### src/rtl/multi_rotary_encoder_decoder_unit_assert.svh
// Assertion macros used by the merge stage of the encoder decoder RTL.
// No dependencies.
`ifndef MULTI_ROTARY_ENCODER_DECODER_UNIT_ASSERT_SVH
`define MULTI_ROTARY_ENCODER_DECODER_UNIT_ASSERT_SVH
// implication checked every clock outside reset
`define MRE_ASSERT_IMP(lbl, clk, rst_n, ante, cons) \
	lbl: assert property (@(posedge clk) disable iff (!rst_n) (ante) |-> (cons)) \
		else $error("assertion failed");
// next-cycle implication
`define MRE_ASSERT_NXT(lbl, clk, rst_n, ante, cons) \
	lbl: assert property (@(posedge clk) disable iff (!rst_n) (ante) |=> (cons)) \
		else $error("assertion failed");
`endif

### src/rtl/mred_pkg.sv
// Shared types and codes for the rotary encoder decoder.
// No dependencies.
package mred_pkg;
	localparam int MAX_ENC = 8;
	localparam int MAX_REC = 4 * MAX_ENC;

	localparam logic [2:0] ACT_TICK = 3'd0;
	localparam logic [2:0] ACT_SETPOS = 3'd1;
	localparam logic [2:0] ACT_SETDLT = 3'd2;
	localparam logic [2:0] ACT_READ = 3'd3;
	localparam logic [2:0] ACT_ACK = 3'd4;

	localparam logic [2:0] KIND_VALUE = 3'd0;
	localparam logic [2:0] KIND_DELTA = 3'd1;
	localparam logic [2:0] KIND_SWITCH = 3'd2;
	localparam logic [2:0] KIND_POS = 3'd3;
	localparam logic [2:0] KIND_DREAD = 3'd4;
	localparam logic [2:0] KIND_STATUS = 3'd5;
	localparam logic [2:0] KIND_INVALID = 3'd6;

	localparam logic [1:0] SEL_POS = 2'd0;
	localparam logic [1:0] SEL_DLT = 2'd1;
	localparam logic [1:0] SEL_STAT = 2'd2;

	localparam logic [1:0] EDGE_PLVL = 2'd0;
	localparam logic [1:0] EDGE_RLVL = 2'd1;
	localparam logic [1:0] EDGE_PRESS = 2'd2;
	localparam logic [1:0] EDGE_REL = 2'd3;

	// one result record
	typedef struct packed {
		logic [2:0]  kind;
		logic [2:0]  enc;
		logic [31:0] value;
		logic [1:0]  edge_res;
	} rec_t;

	// what one lane reports for a tick
	typedef struct packed {
		logic        step;      // a step counted
		logic        stp_neg;   // step is backward
		logic        sw_plvl;
		logic        sw_rlvl;
		logic        sw_press;
		logic        sw_rel;
		logic [31:0] pos_new;
	} lane_res_t;
endpackage

### src/rtl/multi_rotary_encoder_decoder_unit.sv
// Top level of the multi-lane rotary encoder decoder.
// Depends on mred_pkg, mred_lane and mred_merge.
// Every encoder has its own lane that decodes a tick in the beat's cycle; a
// merge stage holds the records of that beat and sends one record per cycle
// while the receiver is ready, in lane order (value, delta, level, edge
// within a lane). A beat that yields no record leaves the merge stage idle;
// otherwise the next beat is taken while the last record of the previous one
// is being sent. The output drain is what sets the rate: a tick with all
// events enabled yields up to 32 records with eight encoders.
module multi_rotary_encoder_decoder_unit #(
	parameter int NUM_ENCODERS = 8
) (
	input  logic        clk,
	input  logic        arst_n,
	input  logic        cfg_we,
	input  logic        cfg_index,
	input  logic [47:0] cfg_wdata,
	input  logic        s_tvalid,
	output logic        s_tready,
	// action[2:0], a_levels[10:3], b_levels[18:11], switch_levels[26:19],
	// encoder_index[30:27], register_select[32:31], write_value[64:33]
	input  logic [71:0] s_tdata,
	output logic        m_tvalid,
	input  logic        m_tready,
	// kind[2:0], encoder_id[5:3], value[37:6], edge_res[39:38], irq[40]
	output logic [47:0] m_tdata,
	output logic        m_tlast
);
	import mred_pkg::*;
	localparam int NE = NUM_ENCODERS;
	localparam int NR = 4 * NE;

	logic [47:0] ev_en_q;
	logic [7:0]  irq_en_q;
	logic [NE-1:0] rdy_q, rdy_nxt;

	logic [2:0] act;
	logic [7:0] a_l, b_l, s_l;
	logic [3:0] eidx;
	logic [1:0] rsel;
	logic [31:0] wv;
	assign act = s_tdata[2:0];
	assign a_l = s_tdata[10:3];
	assign b_l = s_tdata[18:11];
	assign s_l = s_tdata[26:19];
	assign eidx = s_tdata[30:27];
	assign rsel = s_tdata[32:31];
	assign wv = s_tdata[64:33];

	logic busy, acc, tick, idx_ok;
	logic out_busy_last;
	rec_t out_rec;
	logic out_last, out_irq, out_valid;

	// accept when queue empty or its last record leaves this cycle
	assign s_tready = !busy || (m_tready && out_last);
	assign acc = s_tvalid && s_tready;
	assign tick = acc && (act == ACT_TICK);
	assign idx_ok = ({1'b0, eidx} < 5'(NE));
	assign out_busy_last = out_last;

	lane_res_t   lres [NE];
	logic [31:0] lpos [NE];
	logic [31:0] ldlt [NE];
	rec_t        recs [NR];
	logic [NR-1:0] vld;

	for (genvar e = 0; e < NE; e++) begin : g_lane
		mred_lane u_lane (
			.clk(clk), .arst_n(arst_n), .tick(tick),
			.set_pos(acc && act == ACT_SETPOS && idx_ok && eidx[2:0] == 3'(e)),
			.set_dlt(acc && act == ACT_SETDLT && idx_ok && eidx[2:0] == 3'(e)),
			.wval(wv),
			.cur({~s_l[e], ~b_l[e], ~a_l[e]}),
			.en(ev_en_q[6*e +: 6]),
			.res(lres[e]), .pos(lpos[e]), .dlt(ldlt[e])
		);
	end

	logic [2:0]  ridx;
	logic [31:0] rdval;
	rec_t        rd_rec;
	assign ridx = eidx[2:0];

	always_comb begin
		rd_rec.enc = ridx;
		rd_rec.edge_res = EDGE_PLVL;
		rd_rec.kind = KIND_INVALID;
		rd_rec.value = '0;
		rdval = '0;
		if (idx_ok) begin
			unique case (rsel)
				SEL_POS: begin
					rd_rec.kind = KIND_POS;
					rdval = lpos[ridx];
				end
				SEL_DLT: begin
					rd_rec.kind = KIND_DREAD;
					rdval = ldlt[ridx];
				end
				SEL_STAT: begin
					rd_rec.kind = KIND_STATUS;
					rdval = {18'd0, ev_en_q[6*ridx +: 6], 7'd0, rdy_q[ridx]};
				end
				default: rd_rec.kind = KIND_INVALID;
			endcase
			rd_rec.value = rdval;
		end
	end

	always_comb begin
		vld = '0;
		rdy_nxt = rdy_q;
		for (int e = 0; e < NE; e++) begin
			recs[4*e] = '{KIND_VALUE, 3'(e), lres[e].pos_new, EDGE_PLVL};
			recs[4*e+1] = '{KIND_DELTA, 3'(e),
				lres[e].stp_neg ? 32'hFFFF_FFFF : 32'd1, EDGE_PLVL};
			recs[4*e+2] = '{KIND_SWITCH, 3'(e), 32'd0,
				lres[e].sw_plvl ? EDGE_PLVL : EDGE_RLVL};
			recs[4*e+3] = '{KIND_SWITCH, 3'(e), 32'd0,
				lres[e].sw_press ? EDGE_PRESS : EDGE_REL};
		end
		if (act == ACT_TICK) begin
			for (int e = 0; e < NE; e++) begin
				vld[4*e] = lres[e].step && ev_en_q[6*e];
				vld[4*e+1] = lres[e].step && ev_en_q[6*e+1];
				vld[4*e+2] = lres[e].sw_plvl || lres[e].sw_rlvl;
				vld[4*e+3] = lres[e].sw_press || lres[e].sw_rel;
				if (lres[e].step || vld[4*e+2] || vld[4*e+3]) rdy_nxt[e] = 1'b1;
			end
		end else if (act == ACT_READ) begin
			recs[0] = rd_rec;
			vld[0] = 1'b1;
		end else if (act == ACT_ACK) begin
			rdy_nxt = '0;
		end
	end

	mred_merge #(.NUM_ENCODERS(NE)) u_merge (
		.clk(clk), .arst_n(arst_n), .load(acc), .recs(recs), .vld(vld),
		.irq_in(|(rdy_nxt & irq_en_q[NE-1:0])), .busy(busy),
		.out_rec(out_rec), .out_last(out_last), .out_irq(out_irq),
		.out_valid(out_valid), .out_ready(m_tready)
	);

	assign m_tvalid = out_valid;
	assign m_tlast = out_busy_last;
	assign m_tdata = {7'd0, out_irq, out_rec.edge_res, out_rec.value,
		out_rec.enc, out_rec.kind};

	always_ff @(posedge clk or negedge arst_n) begin
		if (!arst_n) begin
			ev_en_q <= '0;
			irq_en_q <= '0;
			rdy_q <= '0;
		end else begin
			if (cfg_we) begin
				if (!cfg_index) ev_en_q <= cfg_wdata;
				else irq_en_q <= cfg_wdata[7:0];
			end
			if (acc) rdy_q <= rdy_nxt;
		end
	end
endmodule

### src/rtl/mred_lane.sv
// One encoder lane: edge flags, step detection, position and delta.
// Depends on mred_pkg.
module mred_lane (
	input  logic                   clk,
	input  logic                   arst_n,
	input  logic                   tick,     // tick beat accepted
	input  logic                   set_pos,
	input  logic                   set_dlt,
	input  logic [31:0]            wval,
	input  logic [2:0]             cur,      // bit0 A, bit1 B, bit2 pressed
	input  logic [5:0]             en,
	output mred_pkg::lane_res_t    res,
	output logic [31:0]            pos,
	output logic [31:0]            dlt
);
	import mred_pkg::*;

	logic [2:0]  prev_q;
	logic [4:0]  flags_q;
	logic [31:0] pos_q, dlt_q;
	logic [4:0]  f_nxt;
	logic        step, neg;
	logic [1:0]  cp, pp;
	logic        f0, f1, f2, f3, f4;
	logic [31:0] d;

	assign cp = cur[1:0];
	assign pp = prev_q[1:0];

	always_comb begin
		f_nxt = flags_q;
		step = 1'b0;
		neg = 1'b0;
		f0 = 1'b0; f1 = 1'b0; f2 = 1'b0; f3 = 1'b0; f4 = 1'b0;
		if (cp != pp) begin
			if (pp == 2'd0) begin
				if (cp == 2'd1) f_nxt[0] = 1'b1;
				else if (cp == 2'd2) f_nxt[1] = 1'b1;
			end
			if (cp == 2'd3) begin
				f_nxt[4] = 1'b1;
			end else if (cp == 2'd0) begin
				f0 = f_nxt[0]; f1 = f_nxt[1]; f2 = f_nxt[2]; f3 = f_nxt[3]; f4 = f_nxt[4];
				if (pp == 2'd2) f2 = 1'b1;
				else if (pp == 2'd1) f3 = 1'b1;
				if ((f0 && (f2 || f4)) || (f2 && (f0 || f4))) begin
					step = 1'b1;
				end else if ((f1 && (f3 || f4)) || (f3 && (f1 || f4))) begin
					step = 1'b1;
					neg = 1'b1;
				end
				f_nxt = '0;
			end
		end
	end

	assign d = neg ? 32'hFFFF_FFFF : 32'd1;

	always_ff @(posedge clk or negedge arst_n) begin
		if (!arst_n) begin
			prev_q <= '0;
			flags_q <= '0;
			pos_q <= '0;
			dlt_q <= '0;
		end else if (tick) begin
			prev_q <= cur;
			flags_q <= f_nxt;
			if (step) begin
				pos_q <= pos_q + d;
				dlt_q <= dlt_q + d;
			end
		end else begin
			if (set_pos) pos_q <= wval;
			if (set_dlt) dlt_q <= wval;
		end
	end

	always_comb begin
		res.step = step;
		res.stp_neg = neg;
		res.sw_plvl = cur[2] && en[2];
		res.sw_rlvl = !cur[2] && en[3];
		res.sw_press = (cur[2] != prev_q[2]) && cur[2] && en[4];
		res.sw_rel = (cur[2] != prev_q[2]) && !cur[2] && en[5];
		res.pos_new = pos_q + d;
	end

	assign pos = pos_q;
	assign dlt = dlt_q;
endmodule

### src/rtl/mred_merge.sv
// Merge stage: queues lane records of one beat and drains them in lane order.
// Depends on mred_pkg.
module mred_merge #(
	parameter int NUM_ENCODERS = 8
) (
	input  logic                 clk,
	input  logic                 arst_n,
	input  logic                 load,           // capture a new record set
	input  mred_pkg::rec_t       recs [4*NUM_ENCODERS],
	input  logic [4*NUM_ENCODERS-1:0] vld,
	input  logic                 irq_in,
	output logic                 busy,
	output mred_pkg::rec_t       out_rec,
	output logic                 out_last,
	output logic                 out_irq,
	output logic                 out_valid,
	input  logic                 out_ready
);
	import mred_pkg::*;
	localparam int NR = 4 * NUM_ENCODERS;
	localparam int IW = $clog2(NR + 1);

	rec_t        rec_q [NR];
	logic [NR-1:0] pend_q;
	logic        irq_q;
	logic [IW-1:0] idx;
	logic        found;
	logic [NR-1:0] rest;

	// lowest pending slot
	always_comb begin
		idx = '0;
		found = 1'b0;
		for (int i = NR - 1; i >= 0; i--) begin
			if (pend_q[i]) begin
				idx = IW'(i);
				found = 1'b1;
			end
		end
		rest = pend_q;
		if (found) rest[idx[$clog2(NR > 1 ? NR : 2)-1:0]] = 1'b0;
	end

	assign out_valid = found;
	assign out_rec = rec_q[idx[$clog2(NR > 1 ? NR : 2)-1:0]];
	assign out_last = (rest == '0);
	assign out_irq = irq_q;
	assign busy = found;

	always_ff @(posedge clk or negedge arst_n) begin
		if (!arst_n) begin
			pend_q <= '0;
			irq_q <= 1'b0;
		end else if (load) begin
			pend_q <= vld;
			irq_q <= irq_in;
		end else if (found && out_ready) begin
			pend_q <= rest;
		end
	end

	always_ff @(posedge clk) begin
		if (load) begin
			for (int i = 0; i < NR; i++) rec_q[i] <= recs[i];
		end
	end

	`include "multi_rotary_encoder_decoder_unit_assert.svh"
	`MRE_ASSERT_NXT(a_hold, clk, arst_n, found && !out_ready && !load, $stable(pend_q))
	`MRE_ASSERT_IMP(a_noload_busy, clk, arst_n, load, !found || (out_ready && out_last))
	`MRE_ASSERT_IMP(a_last_one, clk, arst_n, found && out_last, $onehot(pend_q))
endmodule

### config.mk
export PLATFORM = sky130hd
export DESIGN_NAME = multi_rotary_encoder_decoder_unit
export DESIGN_NICKNAME = d
export VERILOG_FILES = /design/src/rtl/mred_pkg.sv /design/src/rtl/multi_rotary_encoder_decoder_unit.sv /design/src/rtl/mred_lane.sv /design/src/rtl/mred_merge.sv
export VERILOG_INCLUDE_DIRS = /design/src /design/src/rtl
export SDC_FILE = /design/constraint.sdc
export NUM_CORES = 2
export LEC_CHECK = 0
export BUFFER_PORTS_ARGS = -buffer_cell sky130_fd_sc_hd__buf_2
export CAP_MARGIN = 10
export CORE_UTILIZATION = 55
export CTS_CLUSTER_SIZE = 10
export DETAILED_ROUTE_END_ITERATION = 10
export PLACE_DENSITY = 0.69
export RECOVER_POWER = 25
export SLEW_MARGIN = 20
export SYNTH_ARGS = -nofsm -noshare
export SYNTH_HDL_FRONTEND = slang
export SYNTH_SLANG_ARGS = --single-unit
### constraint.sdc
create_clock -name clk -period 34.8 [get_ports clk]
set_input_delay 6.96 -clock clk [delete_from_list [all_inputs] [get_ports clk]]
set_output_delay 6.96 -clock clk [all_outputs]
set_load 0.1 [all_outputs]
# Yosys cells after proc, flatten, opt, wreduce, memory -nomap -nowiden

Memories as Yosys holds them, arrays and structs flattened.
Cells that the tools add are included.
W data, S select, Z words.

Bits in registers: 657
Latch bits: 0
Memory bits (writable): 1280
ROM bits: 0
Bits of input ports: 126
Memories kept: 1

Memories:

| name          | words | width | read ports | clocked after memory_dff | wr ports | RTL line         | RTL |
|---|---|---|---|---|---|---|---|
| u_merge.rec_q | 32    | 40    | 1          | 0                        | 32       | mred_merge.sv:23 | `rec_t rec_q [NR];` |

$add $sub $neg: 16
Multiply operators: 1
Divide/modulo/power cells: 0
Magnitude comparators: 5
Equal/unequal tests: 77
Shift-type cells: 1
Mux-type cells: 379
Bitwise gates (word level): 29
Reductions and logical operators: 283

Operators by type and width:

| kind                 | number |
|---|---|
| $mux W32             | 64 |
| $add A32 B32 Y32     | 16 |
| $mux W1              | 238 |
| $mux W5              | 40 |
| $bmux W32 S3         | 2 |
| $logic_and A1 B1 Y1  | 121 |
| $pmux W32 S3         | 1 |
| $logic_or A1 B1 Y1   | 81 |
| $mux W40             | 2 |
| $reduce_and A2 Y1    | 26 |
| $eq A2 B2 Y1 const B | 25 |
| $reduce_bool A2 Y1   | 25 |
| $mux W2              | 24 |
| $shiftx A48 B7 Y6    | 1 |
| $eq A2 B1 Y1 const B | 17 |
| $logic_not A2 Y1     | 17 |
| $and A32 B32 Y32     | 1 |
| $logic_not A32 Y1    | 1 |
| $not A32 Y32         | 1 |
| $mux W31             | 1 |
| $not A1 Y1           | 25 |
| $mux W8              | 3 |
| $reduce_and A3 Y1    | 8 |
| $ne A2 B2 Y1         | 8 |
| other kinds (21)     | 43 |

# Depth between registers and ports, before layout

Depth in word-level cells: 48
Depth in mapped cells: 21
Mapped depth without buffers: 21

# Modules after synthesis

A second synthesis with hierarchy kept.

Cell total of the unflattened synthesis: 10809
Area total of the unflattened synthesis: 111767.2 um^2

Modules (own cells, without submodules):

| module                            | times used | cells an instance | area an instance (um^2) | seq. area each (um^2) |
|---|---|---|---|---|
| mred_merge                        | 1          | 3570              | 51563.2                 | 39262.7 |
| mred_lane at g_lane[4].u_lane ... | 3          | 804               | 6562.5                  | 1751.7 |
| mred_lane at g_lane[0].u_lane ... | 3          | 814               | 6515.0                  | 1751.7 |
| multi_rotary_encoder_decoder_unit | 1          | 782               | 8197.9                  | 1601.5 |
| mred_lane at g_lane[7].u_lane     | 1          | 818               | 6456.2                  | 1751.7 |
| mred_lane at g_lane[3].u_lane     | 1          | 785               | 6317.3                  | 1751.7 |

# Least setup slack after synthesis

No wires, ideal clock.

Path type: in2reg
From: input s_tvalid
To: register u_merge.irq_q, in the netlist u_merge.out_irq
Arrival: 15.836 ns
Required time: 34.224 ns
Slack: 18.388 ns
Stages on the path: 4
Cell sequence: a41oi_2 -> inv_2 -> buf_1 -> a41oi_1

Cells in the longest elaborated chain, start to end: 1

Ends and longest elaborated chain:

| item                 | RTL line                                | RTL |
|---|---|---|
| from (decl)          | multi_rotary_encoder_decoder_unit.sv:18 | `input logic s_tvalid,` |
| $logic_and A1 B1 Y1  | multi_rotary_encoder_decoder_unit.sv:57 | `assign acc = s_tvalid && s_tready;` |
| to (signal assigned) | mred_merge.sv:56                        | `irq_q <= irq_in;` |
| to (decl)            | mred_merge.sv:25                        | `logic irq_q;` |

Every way passes these cells.
A chain may end at the register's enable or synchronous reset.

==> results.txt <==
----------------------------------------------------
[Synth]
  Most common cell in the netlist ... sky130_fd_sc_hd__a21oi_1
  Proportion of synthesized flip-flops having asynchronous set or reset ... 69.7%
  Avg Cell Area, Syn ... 9.11 um2
  Gate Count Post-Synth ... 7452
  Dominant register cell in the synthesized netlist ... sky130_fd_sc_hd__dfrtp_1
  Proportion of synthesized area in mux cells ... 6.79%
  Cell type with the largest total area after synthesis ... sky130_fd_sc_hd__dfrtp_1
  Area share of the largest cell type after synthesis ... 24.2%
  Complex-gate fraction of the synthesized area ... 24.1%
  Area share of xor/xnor cells in the synthesized design ... 5.29%
  Synth Warn # ... 0
  Leading cell types by count after synthesis ... sky130_fd_sc_hd__a21oi_1, sky130_fd_sc_hd__nor2_1, sky130_fd_sc_hd__dfrtp_1, sky130_fd_sc_hd__ha_1, sky130_fd_sc_hd__o21ai_0
  Distinct cells, synth ... 104
  Number of flops mapped to enable cells by yosys ... 286
  Synthesized area ... 0.0679 mm2
  Simple-gate area share of the yosys netlist ... 13.4%
  Sequential element share of the synthesized area ... 36.9%
  Number of register bits inferred by synthesis ... 943
  Leading cell types by total area after synthesis ... sky130_fd_sc_hd__dfrtp_1, sky130_fd_sc_hd__edfxtp_1, sky130_fd_sc_hd__a21oi_1
  Main combinational cell family by area after synthesis ... compound AO/OA/AOI/OAI gates
  Adder-cell share of the synthesized area ... 10.0%

[STA]
  Unrepaired setup endpoints after global routing ... false
  Clock Skew ... 0.0260 ns
  Setup_tns ... 0 ns
  Normalized max-slew margin ... -416%
  Post-route fraction of the period consumed by the critical path ... 54.8%
  Total count of max-transition violations in the final report ... 616
  Number of hold-slack violations in the final timing report ... 0
  Achievable Freq ... 52.4 MHz
  Time the worst path needs with I/O delays and setup ... 19.07 ns
  Final setup vio count ... 0
  Transition time of the tightest slew-check pin ... 7.73 ns

[Pwr]
  Max IR drop VDD ... 0.160 mV
  Switching share of total power ... 50.6%
  LEAKAGE ... 33.4 nW
  Total power divided by cell area ... 93.7 mW/mm2
  Relative contribution of combinational cells to total power ... 55.1%
  Clock network power share ... 16.7%
  Power dissipated by switching net loads ... 3.50 mW
  Sequential share of power ... 28.2%
  Internal power summed over all cells ... 3.42 mW
  Total design power ... 6.91 mW

[Global route]
  Global router's overall resource usage ... 35.0%
  Number of global-route vias before repair ... 57.9k
  Global-route wire length before repair ... 338 mm
  Largest net degree at the start of global routing ... 161
  Number of antenna violations at the first check in global routing ... 14
  Congestion Overflow GR ... 0

[Setup path]
  Crit Path Class ... input pin to asynchronous set/reset pin
  Source of the worst register-to-register timing path ... u_merge.pend_q[27]
  Category of cells accounting for the largest share of critical-path delay ... buffers and inverters
  Cells traversed along the worst timing path ... clkbuf_1 > clkbuf_1
  Arr. time, crit path ... 17.96 ns
  CP bufs+invs ... 2
  Element type at the critical path start ... input pin
  Critical R2R Capture ... g_lane[5].u_lane.pos[30]
  FF-to-FF setup slack ... 22.43 ns
  Required @ worst endpoint ... 33.69 ns
  Top fanout value on the critical path ... 139
  Startpoint of the most critical setup path ... arst_n
  Peak per-stage delay on the critical path ... 5.74 ns
  Cell depth of the worst flop-to-flop path ... 17
  Cell with the biggest individual delay on the critical path ... sky130_fd_sc_hd__clkbuf_1
  Critical Path End Type ... asynchronous set/reset pin
  Most frequent cell on the critical path ... sky130_fd_sc_hd__clkbuf_1

[Clock network]
  Total CTS buffers ... 113
  Maximum buffer depth of the clock tree ... 3
  CTS Hold Buffers Added ... 0
  Number of clock sinks seen by CTS ... 943
  Count of cells resized by post-cts repair ... 0
  Reg clk slew, reported paths ... 0.05 ns
  Root cell of the clock tree ... sky130_fd_sc_hd__clkbuf_16
  Number of levels in the clock H-tree ... 3
  Clock insertion delay at the later pin of the skew report ... 0.72 ns
  Clock tree from TritonCTS ... yes
  Post CTS Setup Buffer Count ... 0

[Hold path]
  Beginning of the worst hold path ... g_lane[3].u_lane.prev_q[2]
  Type of the worst min-delay path ... flop to flop
  Cell depth of the worst min-delay path ... 2
  Capture endpoint of the worst hold path ... g_lane[3].u_lane.prev_q[2]

[Detailed routing]
  Average wire length per cell after detail routing ... 24.2 um
  Final antenna-violating net count ... 0
  Drt first pass iters ... 6
  Routed via count divided by cell count ... 6.57
  Total Routed Length ... 223 mm
  Count of vias placed by the detailed router ... 60.4k
  Number of DRC markers after the initial detailed-route iteration ... 6499
  Final routed DRC violation total ... 0

[Floorplan]
  Number of core rows ... 128
  Die footprint ... 0.125 mm2
  Chip Width ... 353 um
  Top-Level Pins ... 177
  Core region area ... 0.122 mm2
  Die extent in y ... 353 um
  Initial Utilization ... 55.6%

[Placed design]
  Final weighted congestion in routability-driven placement ... 0.984
  Instance area after placement ... 0.0703 mm2
  Hpwl dp ... 163 mm
  Count of input and output buffers ... 162

[Run]
  Number of violations of the max-capacitance limit ... 8

[Final layout]
  Total number of nets in the final design ... 8132
  Signed area change from the synthesized netlist to the final layout ... 8.75%
  Post-route design area ... 0.0738 mm2
  Fraction of layout instances using a drive strength above 1 ... 9.76%

[Outcome]
  Failing checks ... max-capacitance violations, max-slew violations
  Outcome ... finished with violations

----------------------------------------------------
==> cell families (layout without fill, tap and decap cells) <==
family | after synthesis | count (layout)
AO/OA/AOI/OAI | 2736 | 2736
flip-flops | 943 | 943
AND/OR/NAND/NOR | 1960 | 1960
other | 1 | 19
adder cells (fa/ha/maj) | 533 | 533
buffers and inverters | 598 | 705
XOR/XNOR | 410 | 410
multiplexers | 271 | 271
==> state kept, by name (all words and copies together), names as in the netlist <==
signal and cells:
ev_en_q 48, g_lane.u_lane.dlt 256, g_lane.u_lane.flags_q 24, g_lane.u_lane.pos 256
g_lane.u_lane.prev_q 24, irq_en_q 8, rdy_q 8, u_merge.out_irq 1
u_merge.pend_q 32, u_merge.rec_q 286
==> power groups by stage <==
stage	clock network, mW	logic, mW	registers [mW]
after floorplan	0	2.70	1.89
after CTS	1.17	3.73	1.92
after global placement	0	3.66	1.92
after detailed placement	0	3.71	1.94
final	1.16	3.81	1.95
after global routing	1.21	4.05	1.99
==> layout make-up <==
| cell class | count | area [um2] |
|---|---|---|
| multi-input cells | 5917 | 40600 |
| clock inverters | 11 | 108 |
| repair buffers | 282 | 1750 |
| diodes | 12 | 30.0 |
| fillers | 10400 | 48200 |
| flip-flops and latches | 943 | 25000 |
| well taps | 1625 | 2030 |
| clock buffers | 196 | 3430 |
| inverters | 216 | 812 |
==> worst max-delay path by stage <==
stage | depth (start not counted) | end
2_1_floorplan | 4 | u_merge.out_irq
3_3_place_gp | 4 | s_tready
3_5_place_dp | 4 | s_tready
4_1_cts | 4 | s_tready
5_1_grt | 2 | g_lane[4].u_lane.pos[25]
6_report | 2 | g_lane[5].u_lane.pos[24]
==> per-layer routing <==
| metal | up-vias | global-route usage (%) | share of wire [%] |
|---|---|---|---|
| li1 | 27800 | - | - |
| met1 | 29400 | 48.4 | 41 |
| met2 | 2780 | 53.1 | 44 |
| met3 | 387 | 7.31 | 11 |
| met4 | 2 | 15.1 | 4.2 |
| met5 | - | 0 | 0.0058 |
==> worst min-delay path, cell delays in order, from the launching register on <==
cell	delay, ns
sky130_fd_sc_hd__dfrtp_1	0.35
sky130_fd_sc_hd__nand2_1	0.05
sky130_fd_sc_hd__o21ai_0	0.06
==> through the flow <==
| step | hold slack (ns) | utilization, % | worst slack, ns | std cells |
|---|---|---|---|---|
| finish | 0.499 | 60.5 | 15.73 | 9202 |
| global route | 0.519 | 60.5 | 13.63 | 9195 |
| CTS | 0.499 | 60.5 | 19.53 | 9190 |
| detailed placement | 0.483 | 57.6 | 19.53 | 8983 |
| global placement | 0.479 | 57.6 | 19.53 | 8981 |
| floorplan | 0.459 | - | 18.39 | 7458 |
==> placed cells by master, fill, tap and decap left out, types with 98 or more instances in the layout <==
master	n
sky130_fd_sc_hd__a21oi_1	1293
sky130_fd_sc_hd__nor2_1	801
sky130_fd_sc_hd__dfrtp_1	657
sky130_fd_sc_hd__ha_1	516
sky130_fd_sc_hd__o21ai_0	426
sky130_fd_sc_hd__nand2_1	380
sky130_fd_sc_hd__xnor2_1	301
sky130_fd_sc_hd__edfxtp_1	286
sky130_fd_sc_hd__inv_1	206
sky130_fd_sc_hd__o22ai_1	198
sky130_fd_sc_hd__nor3_1	148
sky130_fd_sc_hd__buf_2	147
sky130_fd_sc_hd__mux4_2	142
sky130_fd_sc_hd__nand3_1	138
sky130_fd_sc_hd__a21o_1	127
sky130_fd_sc_hd__clkbuf_16	117
sky130_fd_sc_hd__buf_4	111
sky130_fd_sc_hd__xor2_1	109
sky130_fd_sc_hd__o21a_1	98
sky130_fd_sc_hd__mux2_2	98
Note: power is estimated with default switching activity, not from simulation.
